===== src/design/sobm_pkg.sv =====
`timescale 1ns / 1ps

package sobm_pkg;

    localparam int LEVELS_DEF = 16;
    localparam int PW         = 32;
    localparam int SW         = 32;
    localparam int IDW        = 64;
    localparam int ACCW       = 37;
    localparam int DEPW       = 5;
    localparam int TKW        = 16;
    localparam int IMBW       = 16;
    localparam int MIDW       = 33;
    localparam int OUT_LW     = 5;
    localparam int CFG_IW     = 8;
    localparam int CFG_DW     = 16;

    localparam logic [TKW-1:0]    STALE_RST = 16'd5;
    localparam logic [DEPW-1:0]   DEPTH_RST = 5'd5;
    localparam logic [CFG_IW-1:0] CFG_STALE = 8'd0;
    localparam logic [CFG_IW-1:0] CFG_DEPTH = 8'd1;

    typedef enum logic [2:0] {
        OP_RESET, OP_SNAP_BEGIN, OP_SNAP_LEVEL, OP_SNAP_END,
        OP_UPD_BEGIN, OP_UPD_LEVEL, OP_UPD_END, OP_TICK
    } op_t;

    typedef enum logic [1:0] {MODE_IDLE, MODE_SNAP, MODE_UPD, MODE_SKIP} mode_t;

    typedef enum logic [1:0] {CMD_NONE, CMD_CLEAR, CMD_UPSERT, CMD_ERASE} cmd_kind_t;

    typedef enum logic [2:0] {ST_IDLE, ST_APPLY, ST_SUM, ST_DIV, ST_DONE} state_t;

    typedef struct packed {
        cmd_kind_t       kind;
        logic [PW-1:0]   price;
        logic [SW-1:0]   size;
        logic [DEPW-1:0] depth;
    } side_cmd_t;

    typedef struct packed {
        cmd_kind_t       kind;
        logic [PW-1:0]   price;
        logic [SW-1:0]   size;
        logic [DEPW-1:0] depth;
        logic            any_eq;
    } cell_cmd_t;

endpackage


===== src/design/sobm_cell.sv =====
`timescale 1ns / 1ps

module sobm_cell #(
    parameter int IDX    = 0,
    parameter bit IS_ASK = 1'b0,
    parameter int CNTW   = 5
) (
    input  logic                      clk,
    input  sobm_pkg::cell_cmd_t       cmd,
    input  logic [CNTW-1:0]           count,
    input  logic [sobm_pkg::PW-1:0]   prev_price,
    input  logic [sobm_pkg::SW-1:0]   prev_size,
    input  logic                      prev_above,
    input  logic [sobm_pkg::PW-1:0]   next_price,
    input  logic [sobm_pkg::SW-1:0]   next_size,
    input  logic [sobm_pkg::ACCW-1:0] prev_acc,
    output logic [sobm_pkg::PW-1:0]   price,
    output logic [sobm_pkg::SW-1:0]   size,
    output logic                      above,
    output logic                      eq,
    output logic [sobm_pkg::ACCW-1:0] acc
);

    localparam logic [CNTW-1:0] IDX_C = CNTW'(IDX);

    logic [sobm_pkg::PW-1:0]   price_reg, price_next;
    logic [sobm_pkg::SW-1:0]   size_reg, size_next;
    logic [sobm_pkg::ACCW-1:0] acc_reg, acc_next;
    logic                      occ;
    logic                      at_end;
    logic                      in_depth;

    assign occ      = IDX_C < count;
    assign at_end   = IDX_C == count;
    assign eq       = occ && (price_reg == cmd.price);
    assign above    = occ && (IS_ASK ? (cmd.price < price_reg) : (cmd.price > price_reg));
    assign in_depth = occ && (int'(cmd.depth) > IDX);

    // An upsert of a held price sets its size, else shifts the tail down by one behind
    // the insertion point; an erase pulls each cell from the match on up from the next.
    always_comb
    begin
        price_next = price_reg;
        size_next  = size_reg;
        case (cmd.kind)
            sobm_pkg::CMD_UPSERT:
            begin
                if (cmd.any_eq)
                begin
                    if (eq)
                    begin
                        size_next = cmd.size;
                    end
                end
                else if (prev_above)
                begin
                    price_next = prev_price;
                    size_next  = prev_size;
                end
                else if (above || at_end)
                begin
                    price_next = cmd.price;
                    size_next  = cmd.size;
                end
            end
            sobm_pkg::CMD_ERASE:
            begin
                if (cmd.any_eq && (eq || above))
                begin
                    price_next = next_price;
                    size_next  = next_size;
                end
            end
            default:
            begin
            end
        endcase
    end

    assign acc_next = ((IDX == 0) ? '0 : prev_acc)
                    + (in_depth ? sobm_pkg::ACCW'(size_reg) : '0);

    always_ff @(posedge clk)
    begin
        price_reg <= price_next;
        size_reg  <= size_next;
        acc_reg   <= acc_next;
    end

    assign price = price_reg;
    assign size  = size_reg;
    assign acc   = acc_reg;

endmodule


===== src/design/sobm_side.sv =====
`timescale 1ns / 1ps

module sobm_side #(
    parameter int LEVELS = sobm_pkg::LEVELS_DEF,
    parameter bit IS_ASK = 1'b0,
    parameter int CNTW   = $clog2(LEVELS + 1)
) (
    input  logic                      clk,
    input  logic                      rst_n,
    input  sobm_pkg::side_cmd_t       cmd,
    output logic [CNTW-1:0]           count,
    output logic [sobm_pkg::PW-1:0]   best_price,
    output logic [sobm_pkg::ACCW-1:0] top_sum,
    output logic                      dropped
);

    localparam logic [CNTW-1:0] FULL = CNTW'(LEVELS);

    logic [sobm_pkg::PW-1:0]   price_w [LEVELS];
    logic [sobm_pkg::SW-1:0]   size_w  [LEVELS];
    logic [sobm_pkg::ACCW-1:0] acc_w   [LEVELS];
    logic [LEVELS-1:0]         above_w;
    logic [LEVELS-1:0]         eq_w;
    logic                      any_eq;
    sobm_pkg::cell_cmd_t       ccmd;
    logic [CNTW-1:0]           count_reg, count_next;

    assign any_eq = |eq_w;

    always_comb
    begin
        ccmd.kind   = cmd.kind;
        ccmd.price  = cmd.price;
        ccmd.size   = cmd.size;
        ccmd.depth  = cmd.depth;
        ccmd.any_eq = any_eq;
    end

    for (genvar g = 0; g < LEVELS; g++)
    begin : g_cell
        logic [sobm_pkg::PW-1:0]   pp, np;
        logic [sobm_pkg::SW-1:0]   ps, ns;
        logic                      pa;
        logic [sobm_pkg::ACCW-1:0] pacc;

        if (g == 0)
        begin : g_first
            assign pp   = '0;
            assign ps   = '0;
            assign pa   = 1'b0;
            assign pacc = '0;
        end
        else
        begin : g_mid
            assign pp   = price_w[g-1];
            assign ps   = size_w[g-1];
            assign pa   = above_w[g-1];
            assign pacc = acc_w[g-1];
        end

        if (g == LEVELS - 1)
        begin : g_last
            assign np = price_w[g];
            assign ns = size_w[g];
        end
        else
        begin : g_inner
            assign np = price_w[g+1];
            assign ns = size_w[g+1];
        end

        sobm_cell #(
            .IDX    (g),
            .IS_ASK (IS_ASK),
            .CNTW   (CNTW)
        ) u_cell (
            .clk        (clk),
            .cmd        (ccmd),
            .count      (count_reg),
            .prev_price (pp),
            .prev_size  (ps),
            .prev_above (pa),
            .next_price (np),
            .next_size  (ns),
            .prev_acc   (pacc),
            .price      (price_w[g]),
            .size       (size_w[g]),
            .above      (above_w[g]),
            .eq         (eq_w[g]),
            .acc        (acc_w[g])
        );
    end

    always_comb
    begin
        count_next = count_reg;
        dropped    = 1'b0;
        case (cmd.kind)
            sobm_pkg::CMD_CLEAR:
            begin
                count_next = '0;
            end
            sobm_pkg::CMD_UPSERT:
            begin
                if (!any_eq)
                begin
                    if (count_reg == FULL)
                    begin
                        dropped = 1'b1;
                    end
                    else
                    begin
                        count_next = count_reg + 1'b1;
                    end
                end
            end
            sobm_pkg::CMD_ERASE:
            begin
                if (any_eq)
                begin
                    count_next = count_reg - 1'b1;
                end
            end
            default:
            begin
            end
        endcase
    end

    always_ff @(posedge clk or negedge rst_n)
    begin
        if (!rst_n)
        begin
            count_reg <= '0;
        end
        else
        begin
            count_reg <= count_next;
        end
    end

    assign count      = count_reg;
    assign best_price = price_w[0];
    assign top_sum    = acc_w[LEVELS-1];

endmodule


===== config.mk =====
export PLATFORM = sky130hd
export DESIGN_NAME = sobm_side
export DESIGN_NICKNAME = d
export VERILOG_FILES = /design/src/design/sobm_pkg.sv /design/src/design/sobm_cell.sv /design/src/design/sobm_side.sv
export SDC_FILE = /design/constraint.sdc
export NUM_CORES = 2
export LEC_CHECK = 0
export BUFFER_PORTS_ARGS = -buffer_cell sky130_fd_sc_hd__buf_4
export CELL_PAD_IN_SITES_DETAIL_PLACEMENT = 0
export CELL_PAD_IN_SITES_GLOBAL_PLACEMENT = 1
export CORE_ASPECT_RATIO = 2
export CORE_MARGIN = 5
export CORE_UTILIZATION = 50
export CTS_CLUSTER_DIAMETER = 100
export DETAILED_ROUTE_END_ITERATION = 8
export PLACE_DENSITY_LB_ADDON = 0.1
export SETUP_SLACK_MARGIN = 0.1
export SKIP_CTS_REPAIR_TIMING = 1
export SLEW_MARGIN = 20
export SYNTH_ARGS = -nofsm -noshare
export SYNTH_HDL_FRONTEND = slang
export SYNTH_SLANG_ARGS = --single-unit

===== constraint.sdc =====
create_clock -name clk -period 19.9 [get_ports clk]
set_clock_uncertainty 0.1 [all_clocks]
set_input_delay 3.98 -clock clk [delete_from_list [all_inputs] [get_ports clk]]
set_output_delay 3.98 -clock clk [all_outputs]
set_load 0.02 [all_outputs]

==> key figures <==
Status
  – Status: finished, final reports clean

STA
  – Max Freq: 0.08516 GHz
  – Max-Slew Margin vs Limit: 11.61%
  – Final setup violation count: 0
  – Final hold vios: 0
  – Setup slack after layout: just over 8000 ps
  – RSZ-0062 raised after global routing: false
  – Fin. max-slew vios: 0
  – Crit path time final: around 12000 ps
  – Sum Neg Setup Slack: 0 ps
  – Fin crit share: between 50% and 60%
  – Actual slew at the worst max-slew pin: around 1300 ps

Power and ir drop
  – Maximum vdd drop: approximately 0.000089 V
  – Comb power frac: ~44%
  – Int Power: 8784 µW
  – P per Cell Area: 126.6 nW/µm²
  – Clk pwr share: a little under a quarter
  – Net switching component of the power: approximately 5600 µW
  – Leak: around 0.05 µW
  – Switching share of power: between 30 and 40%
  – Sequential share of power: between 30% and 40%

Setup path
  – Req. time, crit path: about 16000 ps
  – CP Launch Point: cmd[66]
  – Crit Reg-Reg Endpoint: g_cell[4].u_cell.acc[34]
  – Startpoint Class: input pin
  – Delay-heaviest family, CP: simple AND/OR/NAND/NOR gates
  – Reg2reg path depth: 20
  – CP bufs+invs: 2
  – Crit-path max cell delay: approximately 970 ps
  – Setup CP Type: input pin to output pin
  – Flop2flop setup slack: ~13000 ps
  – Reg2reg start: count[4]
  – CP arrival: 7660 ps
  – CP Cell Sequence: buf_4 > ha_1 > nand4_1 > nor4_1 > nand4_1 > o221ai_1 > a2111oi_4 > nand2_2 > nor2_1 > buf_4
  – WP depth: 10
  – Slowest cell on crit path: nor4_1
  – Worst setup EP type: output pin
  – Crit-path max FO: 32
  – Setup crit end: dropped

Yosys
  – Yosys reg bits: 1606
  – YS warnings: 0
  – Mux contribution to synthesized area: around 8.2%
  – Most used flip-flop cell after synthesis: edfxtp_1
  – Most frequent cell after synthesis: nand2_1
  – Post-synth EDFFs: approximately 1000
  – Sequential area share after synthesis: 40.94%
  – Synth top area share: 29.67%
  – Area fraction in compound gates after synthesis: between 10% and 20%
  – Simple-Gate Fraction of Synth Area: roughly 13%
  – Cell variety after synth: 95
  – Syn nets: between 10000 and 15000
  – Post-synthesis average cell area: between 9 and 10 µm²
  – Post-synth top cells: 1197 x nand2_1, 1178 x o21ai_0, 1024 x edfxtp_1
  – Main combinational cell family by area after synthesis: compound AO/OA/AOI/OAI gates
  – Async set or reset register ratio after synthesis: less than 1%
  – Synth top area cells: edfxtp_1 30%, ha_1 12%, dfxtp_1 11%
  – Synthesized cell area: around 100000 µm²
  – Post-Synth XOR/XNOR Area: under 10%
  – Largest area contributor in the netlist: edfxtp_1
  – Mapped Cells: between 10000 and 15000
  – Synth Area in Adders: 12.35%

Layout
  – Cell area after layout: 113200 µm²
  – Util after Layout: between 50% and 60%
  – Max reg flops: just under 600
  – Share of cells above drive strength 1: around 6.8%
  – Post-route non-filler standard cell count: approximately 14000
  – P&R area growth vs syn: 9.231%
  – Fin nets: ~12000

Job
  – Max_cap viols: 0

Floorplanning
  – Starting Density: 50.21%
  – Die area: roughly 220000 µm²
  – Total core area: around 210000 µm²
  – Die H: 653.8 µm
  – Site row count: approximately 240
  – Die Width: about 330 µm
  – I/O pin count: ~150

Routing
  – Vias: around 80000
  – WL per Instance: 25.19 µm
  – Vias per std cell: about 6.0
  – DRC marker count from the first detailed-route iteration: 5048
  – 1st-pass router iterations: 5
  – DRC: 0
  – Drt total wl: 346400 µm
  – Final ANT Viol Nets: 0

Global route
  – Grt ovf: 0
  – Tot GR Track Use: between 30% and 40%
  – Vias in the first global route: around 86000
  – Largest net degree at the start of global routing: between 200 and 300
  – Initial antenna violation count: 9
  – First-pass GRT wire length: 509800 µm

CTS
  – Clk_lat worst skew: around 860 ps
  – Clk slew on worst S/H paths: about 60 ps
  – Total CTS buffers: about 170
  – Clk buf depth: 4
  – CTS tree: yes
  – Clock Sinks: between 1500 and 2000
  – Root Buffer: clkbuf_16
  – H-tree depth: 4

Placed design
  – GP Congestion: between 0.9 and 1
  – Post-Place Setup Slack: 8168 ps
  – Post-DP Area: approximately 110000 µm²
  – Placed Cells: about 13000
  – Buffers added on ports: 147
  – Hpwl dp: 268100 µm

Min path
  – Hold/Removal Path Class: flip-flop to flip-flop
==> metal layers <==
layer | GRT usage, % | wire length, µm | share of wire, %
met4 | 25.27 | 34590 | 10
met5 | 0 | 32 | 0.0092
met2 | 61.36 | 189200 | 55
met3 | 2.907 | 11060 | 3.2
met1 | 27.46 | 111500 | 32
==> cell type report <==
type / count / area, µm²
Clock buffer: 230 / 4720
Multi-Input combinational cell: 8172 / 57300
Fill cell: 18880 / 93200
Timing Repair Buffer: 274 / 2131
Clock inverter: 64 / 718.2
Tap cell: 2737 / 3425
Inverter: 653 / 2451
Antenna cell: 13 / 32.53
Sequential cell: 1606 / 42430
==> worst min-delay path by stage <==
stage | from | to | cells past startpoint
global route | g_cell[12].u_cell.acc[36] | g_cell[13].u_cell.acc[36] | 1
CTS | g_cell[13].u_cell.acc[36] | g_cell[14].u_cell.acc[36] | 1
detailed placement | g_cell[13].u_cell.acc[36] | g_cell[14].u_cell.acc[36] | 1
finish | g_cell[13].u_cell.acc[36] | g_cell[14].u_cell.acc[36] | 1
global placement | g_cell[6].u_cell.acc[36] | g_cell[7].u_cell.acc[36] | 1
floorplan | g_cell[9].u_cell.acc[36] | g_cell[10].u_cell.acc[36] | 1
==> power by group through the flow <==
stage	clock [µW]	sequential, µW	combinational (µW)
after detailed placement	0	4890	6230
after CTS	3350	4820	6260
after global placement	0	4860	6090
after global routing	3460	4890	6820
final	3270	4820	6250
after floorplan	0	4820	4400
==> cell families after synthesis <==
group,Yosys count
xor gates and xnor gates,468
DFF,1606
buffers and inverters,1140
AOI/OAI and AO/OA,2929
and+or+nand+nor,2925
adders and majority gates,1014
muxes,836
==> cells in the final DEF (no fill, tap or decap), types with 268 or more instances in the layout <==
cell type	instances
nand2_1	1195
o21ai_0	1170
edfxtp_1	1024
ha_1	998
mux2i_1	740
a21oi_1	711
inv_1	653
dfxtp_1	577
and2_1	512
nor2_1	475
a21o_1	374
xnor2_1	325
buf_4	268
==> stage by stage <==
stage               total power, µW  hold slack [ps]
floorplan                      9225            309.5
global placement              10950            314.3
detailed placement            11110            317.1
CTS                           14420            324.3
global route                  15160            336.1
finish                        14340            321.9
No activity file was read; power rests on OpenSTA's default activity.
