==> config.mk <==
export PLATFORM = sky130hd
export DESIGN_NAME = sobm_div
export DESIGN_NICKNAME = d
export VERILOG_FILES = /design/src/design/sobm_pkg.sv /design/src/design/sobm_div.sv
export SDC_FILE = /design/constraint.sdc
export NUM_CORES = 1
export LEC_CHECK = 0
export BUFFER_PORTS_ARGS = -buffer_cell sky130_fd_sc_hd__buf_2
export CAP_MARGIN = 20
export CORE_ASPECT_RATIO = 0.75
export CORE_UTILIZATION = 45
export DETAILED_ROUTE_END_ITERATION = 10
export MAX_ROUTING_LAYER = met4
export PLACE_DENSITY = 0.71
export RECOVER_POWER = 25
export SETUP_SLACK_MARGIN = 0.2
export SYNTH_ARGS = -nofsm -noshare
export SYNTH_HDL_FRONTEND = slang
export SYNTH_SLANG_ARGS = --single-unit
==> constraint.sdc <==
create_clock -name clk -period 4.3 [get_ports clk]
set_input_delay 0.86 -clock clk [delete_from_list [all_inputs] [get_ports clk]]
set_output_delay 0.86 -clock clk [all_outputs]
set_load 0.02 [all_outputs]
==> src/design/sobm_pkg.sv <==
`timescale 1ns / 1ps

package sobm_pkg;

    localparam int LEVELS_DEF = 16;
    localparam int PW         = 32;
    localparam int SW         = 32;
    localparam int IDW        = 64;
    localparam int ACCW       = 37;
    localparam int DEPW       = 5;
    localparam int TKW        = 16;
    localparam int IMBW       = 16;
    localparam int MIDW       = 33;
    localparam int OUT_LW     = 5;
    localparam int CFG_IW     = 8;
    localparam int CFG_DW     = 16;

    localparam logic [TKW-1:0]    STALE_RST = 16'd5;
    localparam logic [DEPW-1:0]   DEPTH_RST = 5'd5;
    localparam logic [CFG_IW-1:0] CFG_STALE = 8'd0;
    localparam logic [CFG_IW-1:0] CFG_DEPTH = 8'd1;

    typedef enum logic [2:0] {
        OP_RESET, OP_SNAP_BEGIN, OP_SNAP_LEVEL, OP_SNAP_END,
        OP_UPD_BEGIN, OP_UPD_LEVEL, OP_UPD_END, OP_TICK
    } op_t;

    typedef enum logic [1:0] {MODE_IDLE, MODE_SNAP, MODE_UPD, MODE_SKIP} mode_t;

    typedef enum logic [1:0] {CMD_NONE, CMD_CLEAR, CMD_UPSERT, CMD_ERASE} cmd_kind_t;

    typedef enum logic [2:0] {ST_IDLE, ST_APPLY, ST_SUM, ST_DIV, ST_DONE} state_t;

    typedef struct packed {
        cmd_kind_t       kind;
        logic [PW-1:0]   price;
        logic [SW-1:0]   size;
        logic [DEPW-1:0] depth;
    } side_cmd_t;

    typedef struct packed {
        cmd_kind_t       kind;
        logic [PW-1:0]   price;
        logic [SW-1:0]   size;
        logic [DEPW-1:0] depth;
        logic            any_eq;
    } cell_cmd_t;

endpackage

==> src/design/sobm_div.sv <==
`timescale 1ns / 1ps

module sobm_div (
    input  logic                             clk,
    input  logic                             rst_n,
    input  logic                             start,
    input  logic [sobm_pkg::ACCW-1:0]        bv,
    input  logic [sobm_pkg::ACCW-1:0]        av,
    output logic                             done,
    output logic signed [sobm_pkg::IMBW-1:0] imb
);

    localparam int RW = sobm_pkg::ACCW + 2;
    localparam int NSTEP = sobm_pkg::IMBW;
    localparam int STW = $clog2(NSTEP);
    localparam logic [STW-1:0] LAST = STW'(NSTEP - 1);

    logic                            busy_reg, busy_next;
    logic                            done_reg, done_next;
    logic [STW-1:0]                  step_reg, step_next;
    logic [RW-1:0]                   r_reg, r_next;
    logic [sobm_pkg::ACCW:0]         tot_reg, tot_next;
    logic [sobm_pkg::IMBW-1:0]       q_reg, q_next;
    logic                            neg_reg, neg_next;
    logic                            bit_c;
    logic [RW-1:0]                   r_sub;

    assign bit_c = r_reg >= RW'(tot_reg);
    assign r_sub = bit_c ? (r_reg - RW'(tot_reg)) : r_reg;

    // Restoring long division of |B - A| * 2^15 by B + A, one quotient bit a cycle.
    always_comb
    begin
        busy_next = busy_reg;
        done_next = 1'b0;
        step_next = step_reg;
        r_next    = r_reg;
        tot_next  = tot_reg;
        q_next    = q_reg;
        neg_next  = neg_reg;
        if (start)
        begin
            busy_next = 1'b1;
            step_next = '0;
            neg_next  = av > bv;
            r_next    = RW'((bv >= av) ? (bv - av) : (av - bv));
            tot_next  = (sobm_pkg::ACCW + 1)'(bv) + (sobm_pkg::ACCW + 1)'(av);
        end
        else if (busy_reg)
        begin
            q_next    = {q_reg[sobm_pkg::IMBW-2:0], bit_c};
            r_next    = {r_sub[RW-2:0], 1'b0};
            step_next = step_reg + 1'b1;
            if (step_reg == LAST)
            begin
                busy_next = 1'b0;
                done_next = 1'b1;
            end
        end
    end

    always_ff @(posedge clk or negedge rst_n)
    begin
        if (!rst_n)
        begin
            busy_reg <= 1'b0;
            done_reg <= 1'b0;
            step_reg <= '0;
        end
        else
        begin
            busy_reg <= busy_next;
            done_reg <= done_next;
            step_reg <= step_next;
        end
    end

    always_ff @(posedge clk)
    begin
        r_reg   <= r_next;
        tot_reg <= tot_next;
        q_reg   <= q_next;
        neg_reg <= neg_next;
    end

    always_comb
    begin
        if (tot_reg == '0)
        begin
            imb = '0;
        end
        else if (neg_reg)
        begin
            imb = -$signed(q_reg);
        end
        else if (q_reg[sobm_pkg::IMBW-1])
        begin
            imb = {1'b0, {(sobm_pkg::IMBW - 1){1'b1}}};
        end
        else
        begin
            imb = $signed(q_reg);
        end
    end

    assign done = done_reg;

endmodule

==> flow_summary_export.csv, run 1 <==
group,metric,value,unit
worst_setup_path,crit_path_max_fanout,19,
final_layout,drive_above_1_share,13.3,%
sta,min_period,4.08,ns
synthesis,ys_seq_area_share,23.2,%
clock_network,htreeDepth,3,
sta,finalClockSkew,0.0101,ns
final_layout,n_antenna_cell,0,
final_layout,stdcell_area,14500,um2
global_routing,grt_antenna_before_repair,0,
die,core_area,28000,um2
clock_network,worstSkewPairLatency,0.36,ns
outcome,status,"finished with violations",
final_layout,largest_reg_flops,39,
pwr,pwr_density_cell,483,nW/um2
die,die_h,148,um
sta,slew_violations,45,
sta,max-slew-margin-rel,-44.3,%
detailed_routing,viasPerCell,6.02,
synthesis,synth_seq_cells,100,
place,io_buffers,93,
sta,finalSetupViolCount,0,
synthesis,syn_avg_cell_area,7.89,um2
clock_network,cts_sinks,100,
synthesis,synthCells,1623,
final_layout,area_growth,12.9,%
clock_network,cts_made_buffers,9,
place,placed_area,14200,um2
detailed_routing,drcViolationCount,0,
min_path,holdCritPathClass,"primary input to asynchronous set/reset pin",
sta,rsz0062_at_grt,"true",
synthesis,synth_nets,1855,
clock_network,clk_pin_slew_worst_paths,0.07,ns
global_routing,grt_pass1_vias,11604,
sta,setup_tns,0,ns
detailed_routing,vias,12832,
clock_network,cts_buffer_depth,2,
sta,fin_ws,0.220,ns
global_routing,grt_util_all_layers,28.8,%
synthesis,netlist_area,12800,um2
detailed_routing,ant_nets,0,
worst_setup_path,worstPathArrival,4.10,ns
sta,period_share,94.9,%
pwr,p_leak,6.38,nW
synthesis,synth_edf_count,94,
place,dp.cells,2114,
die,die_area,29200,um2
detailed_routing,drt_wl_total,41.2,mm
pwr,ir_drop,0.000264,V
worst_setup_path,cp-start-kind,"primary input",
detailed_routing,wl_per_cell,19.3,um
worst_setup_path,critical_path_class,"primary input to flop",
clock_network,cts_root_buffer,"clkbuf_16",
clock_network,postCtsHoldBufs,0,
final_layout,n_fill_cell,2760,
detailed_routing,drt_iter0_markers,1563,
global_routing,grt_pass1_wl,64.0,mm
worst_setup_path,endpoint_kind,"flop",
final_layout,register_area,2970,um2
place,dp_hpwl,33.8,mm
synthesis,async_reset_ff_share,6.00,%
final_layout,post-route-util,51.7,%
die,die_w,197,um
clock_network,cts_tree,"yes",
final_layout,layout.nets,1975,
synthesis,yosys_warnings,0,
die,ios,94,
global_routing,grt_max_degree,68,
sta,worstMarginPinSlew,2.16,ns
synthesis,ys.flop_type,"edfxtp_1",
die,rows,53,
outcome,violations,"max-capacitance violations, max-slew violations",
synthesis,ys_types,84,
place,gp_congestion,0.999,
final_layout,fin_cells,2133,
detailed_routing,drtPass1Iterations,6,
place,dp_slack,0.00324,ns
final_layout,multi_input_area,8920,um2
sta,fmax,245,MHz
worst_setup_path,critPathRequiredTime,4.32,ns
die,start_util,45.8,%
run,maxCapViolCount,1,
sta,hold_viol,0,
global_routing,grt_overflow_total,0,
==> per-stage QoR <==
| step | power, W | hold WS [ns] |
|---|---|---|
| floorplan | 0.00473 | 0.488 |
| global placement | 0.00596 | 0.519 |
| detailed placement | 0.00604 | 0.525 |
| CTS | 0.00684 | 0.306 |
| global route | 0.00747 | 0.386 |
| finish | 0.00698 | 0.365 |
==> cell usage after synthesis, types with 7 or more instances <==
cell type  count  share of area [%]
buf_1          7               0.21
nor4_1        20               0.98
a21oi_1      207                8.1
o21a_1        12               0.70
o21ai_0       86                3.4
o211ai_1      13               0.76
nand2_1       86                2.5
o21bai_1      38                2.2
a211oi_1      46                2.7
and3_1         7               0.34
nor2_1       154                4.5
buf_2         16               0.62
nand3_1       19               0.74
or3_1         14               0.68
xor2_1        25                1.7
ha_1         151                 15
edfxtp_1      94                 22
a221oi_1      10               0.68
nand2b_1      14               0.68
a31oi_1       10               0.49
a21o_1        47                2.8
nor3_1        29                1.1
xnor2_1       83                5.7
o31ai_1       15               0.88
clkbuf_1      48                1.4
inv_1        163                4.8
mux2i_1       20                1.6
nor2b_1       20               0.98
nand4_1       36                1.8
==> path summary, 6_finish.rpt <==
check	start	to	slack, ns	depth (start not counted)
max in group asynchronous	rst_n	step_reg[2]	3.69	1
hold reg to reg	step_reg[3]	step_reg[3]	0.54	2
setup reg to reg	tot_reg[0]	r_reg[37]	0.43	12
setup / recovery	bv[25]	r_reg[36]	0.22	15
min in group clk	step_reg[3]	step_reg[3]	0.54	2
hold / removal	rst_n	step_reg[1]	0.37	1
==> power by group <==
group | switching (W) | internal (W)
clock network | 0.000368 | 0.000392
registers | 0.000208 | 0.00145
logic | 0.00273 | 0.00184
==> routing by layer <==
metal	track usage [%]	wire [um]	up-vias
met4	6.32	716	0
li1	-	-	6114
met1	44.7	20500	6066
met3	3.88	3580	54
met2	38.6	16300	598
met5	-	0	-
==> placed cells by master, fill, tap and decap left out, drive strengths merged, types with 7 or more instances in the layout <==
master / n
a21oi: 207
buf: 178
inv: 165
nor2: 155
ha: 151
edfxtp: 94
o21ai: 92
nand2: 87
xnor2: 83
a21o: 47
a211oi: 46
o21bai: 38
nand4: 37
nor3: 29
xor2: 25
nor4: 20
nor2b: 20
mux2i: 20
nand3: 19
clkbuf: 16
o31ai: 15
or3: 14
nand2b: 14
o211ai: 14
a221oi: 13
o21a: 12
a31oi: 10
and3: 7
or4: 7
o221ai: 7
==> cell families after synthesis <==
group / share of synthesized area [%]
fa+ha+maj: 15.4
compound gates: 28.3
buf+inv: 7.51
mux: 2.09
flops: 23.2
simple gates: 16.1
xor+xnor: 7.38
==> what timing repair did <==
action,4_1_cts,5_1_grt
pin swaps,0,2
setup endpoints to repair,2,7
gates resized for setup,2,5
setup buffers,0,3
==> worst max-delay path, cell delays in order <==
cell and delay [ns]:
buf_2 0.11, inv_1 0.05, ha_1 0.30, buf_4 0.19
a21oi_1 0.22, o21ai_0 0.24, a21boi_1 0.30, o21a_1 0.26
o211ai_2 0.14, nor2_2 0.38, buf_12 0.21, o21ai_1 0.13
o32ai_1 0.38, xnor2_1 0.22, a21oi_1 0.11
==> area by class of cell <==
class / count / area share (%)
inverter: 168 / 4.36
multi-input combinational: 1280 / 61.7
tap: 385 / 3.33
sequential: 100 / 20.6
timing repair buffer: 184 / 8.23
clock inverter: 6 / 0.285
clock buffer: 10 / 1.58
Power figures use the tool's default switching activity.
==> run 2, diff against run 1 <==
==> constraint.sdc (replaced) <==
create_clock -name clk -period 4.3 [get_ports clk]
set_input_delay 0.645 -clock clk [delete_from_list [all_inputs] [get_ports clk]]
set_output_delay 0.645 -clock clk [all_outputs]
set_load 0.02 [all_outputs]
==> flow_summary_export.csv, run 2 (synthesis gave the netlist of run 1 again) <==
group,metric,value,unit
global_routing,use_met3,3.08,%
sta,rsz0062_at_grt,"false",
sta,setup_tns,0,ns
clock_network,cts_tree,"yes",
final_layout,drive_above_1_share,12.4,%
worst_setup_path,crit_family,"compound AO/OA/AOI/OAI gates",
final_layout,area_growth,12.0,%
clock_network,worstSkewPairLatency,0.36,ns
worst_setup_path,crit_buf_inv,3,
die,start_util,45.8,%
clock_network,cts_sinks,100,
outcome,violations,"design-rule violations, max-capacitance violations, max-slew violations",
worst_setup_path,ff2ff_setup_slack,0.40,ns
worst_setup_path,cp_cell_sequence,"buf_2 -> inv_1 -> ha_1 -> buf_4 -> a21oi_1 -> o21ai_0 -> a21boi_1 -> o21a_1 -> o211ai_2 -> nor2_2 -> o21ai_1 -> o32ai_1 -> xnor2_1 -> a21oi_1",
clock_network,cts_buffer_depth,2,
global_routing,busiest_layer,"met1",
global_routing,grt_pass1_vias,11649,
final_layout,final_common_cell,"a21oi_1",
place,io_buffers,93,
final_layout,layout.nets,1962,
detailed_routing,vias,12915,
die,rows,53,
detailed_routing,drcViolationCount,2,
global_routing,grt_overflow_total,0,
worst_setup_path,slowest_stage,"nor2_2",
place,dp_hpwl,33.4,mm
place,gp_congestion,0.978,
global_routing,grtUsageMet1,44.5,%
sta,fmax,253,MHz
clock_network,clk_pin_slew_worst_paths,0.07,ns
pwr,pwr_density_cell,494,nW/um2
sta,fin_ws,0.341,ns
detailed_routing,wl_per_cell,19.6,um
worst_setup_path,critical_path_class,"primary input to flop",
die,core_area,28000,um2
run,maxCapViolCount,1,
die,die_area,29200,um2
worst_setup_path,worstPathArrival,3.99,ns
sta,max-slew-margin-rel,-16.3,%
clock_network,cts_made_buffers,9,
global_routing,grt.met2_usage,38.8,%
sta,min_period,3.96,ns
min_path,holdCritPathClass,"primary input to asynchronous set/reset pin",
pwr,ir_drop,0.000243,V
detailed_routing,ant_nets,0,
global_routing,grt_max_degree,58,
worst_setup_path,path_common_cell,"a21oi_1",
worst_setup_path,crit_path_max_fanout,13,
die,ios,94,
sta,finalSetupViolCount,0,
sta,hold_viol,0,
global_routing,grt_pass1_wl,64.5,mm
sta,slew_violations,32,
global_routing,grt_util_all_layers,28.7,%
clock_network,htreeDepth,3,
sta,period_share,92.1,%
outcome,status,"finished with violations",
detailed_routing,drt_iter0_markers,1739,
detailed_routing,viasPerCell,6.09,
worst_setup_path,max_stage_delay,0.52,ns
global_routing,grt_antenna_before_repair,0,
die,die_h,148,um
sta,worstMarginPinSlew,1.75,ns
place,dp_slack,0.0864,ns
final_layout,n_antenna_cell,0,
detailed_routing,drt_wl_total,41.5,mm
pwr,p_leak,6.33,nW
worst_setup_path,cp-start-kind,"primary input",
final_layout,largest_reg_flops,39,
die,die_w,197,um
worst_setup_path,critPathRequiredTime,4.33,ns
final_layout,post-route-util,51.3,%
sta,finalClockSkew,0.00579,ns
worst_setup_path,endpoint_kind,"flop",
clock_network,cts_root_buffer,"clkbuf_16",
detailed_routing,drtPass1Iterations,9,
final_layout,most-common-layout-cells,"a21oi_1 (206), inv_1 (163), nor2_1 (154), ha_1 (151), edfxtp_1 (94)",
run 2: changes by cell type in the layout (fill, tap and decap cells not counted), sizes merged:
| cell | change |
|---|---|
| clkbuf | -2 |
| clkinvlp | -1 |
| inv | +3 |
| bufinv | +2 |
| buf | -13 |
| a21oi | +1 |
| clkinv | -3 |
run 2: cell type report:
type	instances	area (um2)
fill	2763	13600
sequential	100	2970
tap	385	482
clock buffer	9	225
timing repair buffer	170	1030
multi-input combinational	1281	8900
inverter	168	631
clock inverter	7	104
run 2: report_power, final:
part           switching (W)  internal (W)  leakage, nW  total, W
logic                0.00277       0.00176         5.16   0.00453
clock network       0.000383      0.000518        0.155  0.000901
registers           0.000213       0.00145         1.02   0.00166
total                0.00337       0.00373         6.33   0.00709
run 2: layer usage:
metal  routed length, um  vias up  share of wire, %
met2               16600      721                40
met5                   0        -                 0
met4                 830        0               2.0
met3                3710       55               9.0
met1               20300     6055                49
li1                    -     6084                 -
run 2: final timing paths:
kind | startpoint | endpoint | cells past startpoint
max | bv[25] | r_reg[36] | 14
min | rst_n | step_reg[0] | 1
min reg2reg | q_reg[4] | q_reg[5] | 0
max reg2reg | r_reg[14] | r_reg[14] | 12
max in group asynchronous | rst_n | busy_reg | 1
min in group clk | q_reg[4] | q_reg[5] | 0
run 2: what timing repair did:
item	CTS	global route
gates resized for setup	0	1
setup endpoints to repair	0	24
hold buffers	0	0
buffers inserted	0	1
run 2: stage by stage:
step	hold WS (ns)	instances	instance area [um2]	power, W
3_3_place_gp	0.472	2102	14000	0.00594
4_1_cts	0.0887	2118	14300	0.00692
2_1_floorplan	0.349	1623	12800	0.00473
6_report	0.138	2120	14400	0.00709
5_1_grt	0.157	2120	14400	0.00754
3_5_place_dp	0.473	2102	14000	0.00598
run 2: worst reg2reg max path, cell delays in order (launching register included):
cell,delay (ns)
edfxtp_1,0.43
ha_1,0.42
a21oi_1,0.27
o21ai_0,0.24
o21a_1,0.25
o31a_1,0.23
o21ai_1,0.15
o31ai_1,0.23
a21oi_4,0.61
buf_4,0.37
nor2_1,0.08
a211oi_1,0.29
a21oi_1,0.07
==> run 3, diff against run 2 <==
--- a/config.mk
+++ b/config.mk
@@ -8,10 +8,11 @@
 export BUFFER_PORTS_ARGS = -buffer_cell sky130_fd_sc_hd__buf_2
 export CAP_MARGIN = 20
 export CORE_ASPECT_RATIO = 0.75
-export CORE_UTILIZATION = 45
+export CORE_UTILIZATION = 58
+export CTS_BUF_LIST = sky130_fd_sc_hd__clkbuf_8 sky130_fd_sc_hd__clkbuf_16
 export DETAILED_ROUTE_END_ITERATION = 10
 export MAX_ROUTING_LAYER = met4
-export PLACE_DENSITY = 0.71
+export PLACE_DENSITY = 0.86
 export RECOVER_POWER = 25
 export SETUP_SLACK_MARGIN = 0.2
 export SYNTH_ARGS = -nofsm -noshare
==> flow_summary_export.csv, run 3 (synthesis gave the netlist of run 1 again) <==
group,metric,value,unit
sta,period_share,92.7,%
die,core_area,21400,um2
sta,setup_tns,0,ns
worst_setup_path,endpoint_kind,"flop",
sta,min_period,3.99,ns
worst_setup_path,critPathRequiredTime,4.39,ns
final_layout,largest_reg_flops,39,
global_routing,grt_max_degree,65,
detailed_routing,viasPerCell,6.48,
place,dp_slack,0.112,ns
sta,worstMarginPinSlew,1.10,ns
clock_network,post_cts_resized,0,
worst_setup_path,r2r-start,"r_reg[4]",
clock_network,postCtsHoldBufs,0,
final_layout,area_growth,10.6,%
die,die_h,131,um
sta,hold_viol,0,
global_routing,grtUsageMet1,53.0,%
detailed_routing,drcViolationCount,0,
sta,hold_ws,0.140,ns
worst_setup_path,worstPathArrival,4.07,ns
clock_network,htreeDepth,3,
global_routing,grt.met2_usage,49.8,%
final_layout,drive_above_1_share,12.1,%
clock_network,cts_root_buffer,"clkbuf_16",
final_layout,layout.nets,1953,
place,dp_hpwl,32.6,mm
global_routing,grt_pass1_vias,11626,
final_layout,final_common_cell,"a21oi_1",
worst_setup_path,critical_path_class,"primary input to flop",
global_routing,grt_pass1_wl,62.8,mm
die,die_area,22700,um2
global_routing,use_met3,8.04,%
run,maxCapViolCount,0,
worst_setup_path,crit_path_max_fanout,12,
sta,fin_ws,0.312,ns
worst_setup_path,cp_cell_sequence,"clkbuf_1 -> inv_1 -> ha_1 -> nand3_1 -> or4_1 -> or4_4 -> o211ai_2 -> nor2_2 -> buf_4 -> buf_4 -> or3_1 -> o22ai_1 -> xor2_1 -> a21oi_1",
final_layout,most-common-layout-cells,"a21oi_1 (206), inv_1 (163), nor2_1 (154), ha_1 (151), edfxtp_1 (94)",
global_routing,grt_overflow_total,0,
clock_network,cts_sinks,100,
place,io_buffers,93,
worst_setup_path,max_stage_delay,0.52,ns
worst_setup_path,crit_family,"simple AND/OR/NAND/NOR gates",
detailed_routing,drt_wl_total,40.4,mm
sta,finalClockSkew,0.00759,ns
clock_network,cts_setup_buffers,0,
clock_network,cts_buffer_depth,2,
min_path,holdCritPathClass,"primary input to asynchronous set/reset pin",
worst_setup_path,ff2ff_setup_slack,0.35,ns
global_routing,grt_util_all_layers,36.2,%
detailed_routing,ant_nets,0,
sta,slew_violations,0,
worst_setup_path,path_common_cell,"buf_4",
sta,rsz0062_at_grt,"false",
die,start_util,59.8,%
die,rows,46,
outcome,status,"completed",
final_layout,stdcell_area,14200,um2
sta,fmax,251,MHz
pwr,ir_drop,0.000365,V
clock_network,clk_pin_slew_worst_paths,0.07,ns
place,gp_congestion,0.989,
pwr,pwr_density_cell,494,nW/um2
clock_network,worstSkewPairLatency,0.36,ns
worst_setup_path,cp-start-kind,"primary input",
global_routing,grt_antenna_before_repair,1,
place,placed_area,13900,um2
worst_setup_path,worstSetupStartpoint,"bv[1]",
detailed_routing,drtPass1Iterations,8,
detailed_routing,wl_per_cell,20.0,um
sta,max-slew-margin-rel,25.7,%
clock_network,cts_made_buffers,9,
clock_network,cts_tree,"yes",
sta,finalSetupViolCount,0,
pwr,p_total,0.00700,W
pwr,p_leak,6.30,nW
global_routing,busiest_layer,"met1",
die,ios,94,
die,die_w,174,um
detailed_routing,vias,13049,
detailed_routing,drt_iter0_markers,1772,
worst_setup_path,slowest_stage,"or4_1",
worst_setup_path,crit_buf_inv,4,
==> run 3: worst register-to-register path: cells and delay by family (launching register included) <==
family	cells	cell delay [ns]
AO/OA/AOI/OAI	9	2.69
adder cells (fa/ha/maj)	1	0.39
buffers and inverters	1	0.28
flip-flops	1	0.42
==> run 3: worst paths after layout <==
kind,end,depth (start not counted)
worst max-delay path,r_reg[35],14
worst min-delay path,busy_reg,1
worst min register to register,q_reg[5],0
max in group asynchronous,step_reg[2],1
worst max register to register,r_reg[24],11
min in group clk,q_reg[5],0
==> run 3: power by group <==
group | switching [W] | total, W | internal [W] | leakage (nW)
registers | 0.000208 | 0.00165 | 0.00144 | 1.02
logic | 0.00276 | 0.00450 | 0.00174 | 5.12
clock network | 0.000401 | 0.000845 | 0.000444 | 0.153
==> run 3: layout make-up <==
type,instances,area (um2)
Tap cell,288,360
Clock buffer,10,250
Fill cell,1880,7240
Antenna cell,1,2.50
Inverter,168,631
Multi-Input combinational cell,1280,8900
Timing Repair Buffer,162,993
Sequential cell,100,2970
Clock inverter,6,57.6
==> run 3: per-stage QoR <==
| step | cells | util (%) |
|---|---|---|
| global placement | 1998 | 64.7 |
| global route | 2015 | 66.2 |
| CTS | 2014 | 66.2 |
| floorplan | 1623 | - |
| finish | 2015 | 66.2 |
| detailed placement | 1998 | 64.7 |
==> run 3: metal layers <==
layer  wire [um]  part of all wire [%]
met4         800                   2.0
met5           0                     0
met2       16100                    40
met3        5280                    13
met1       18100                    45
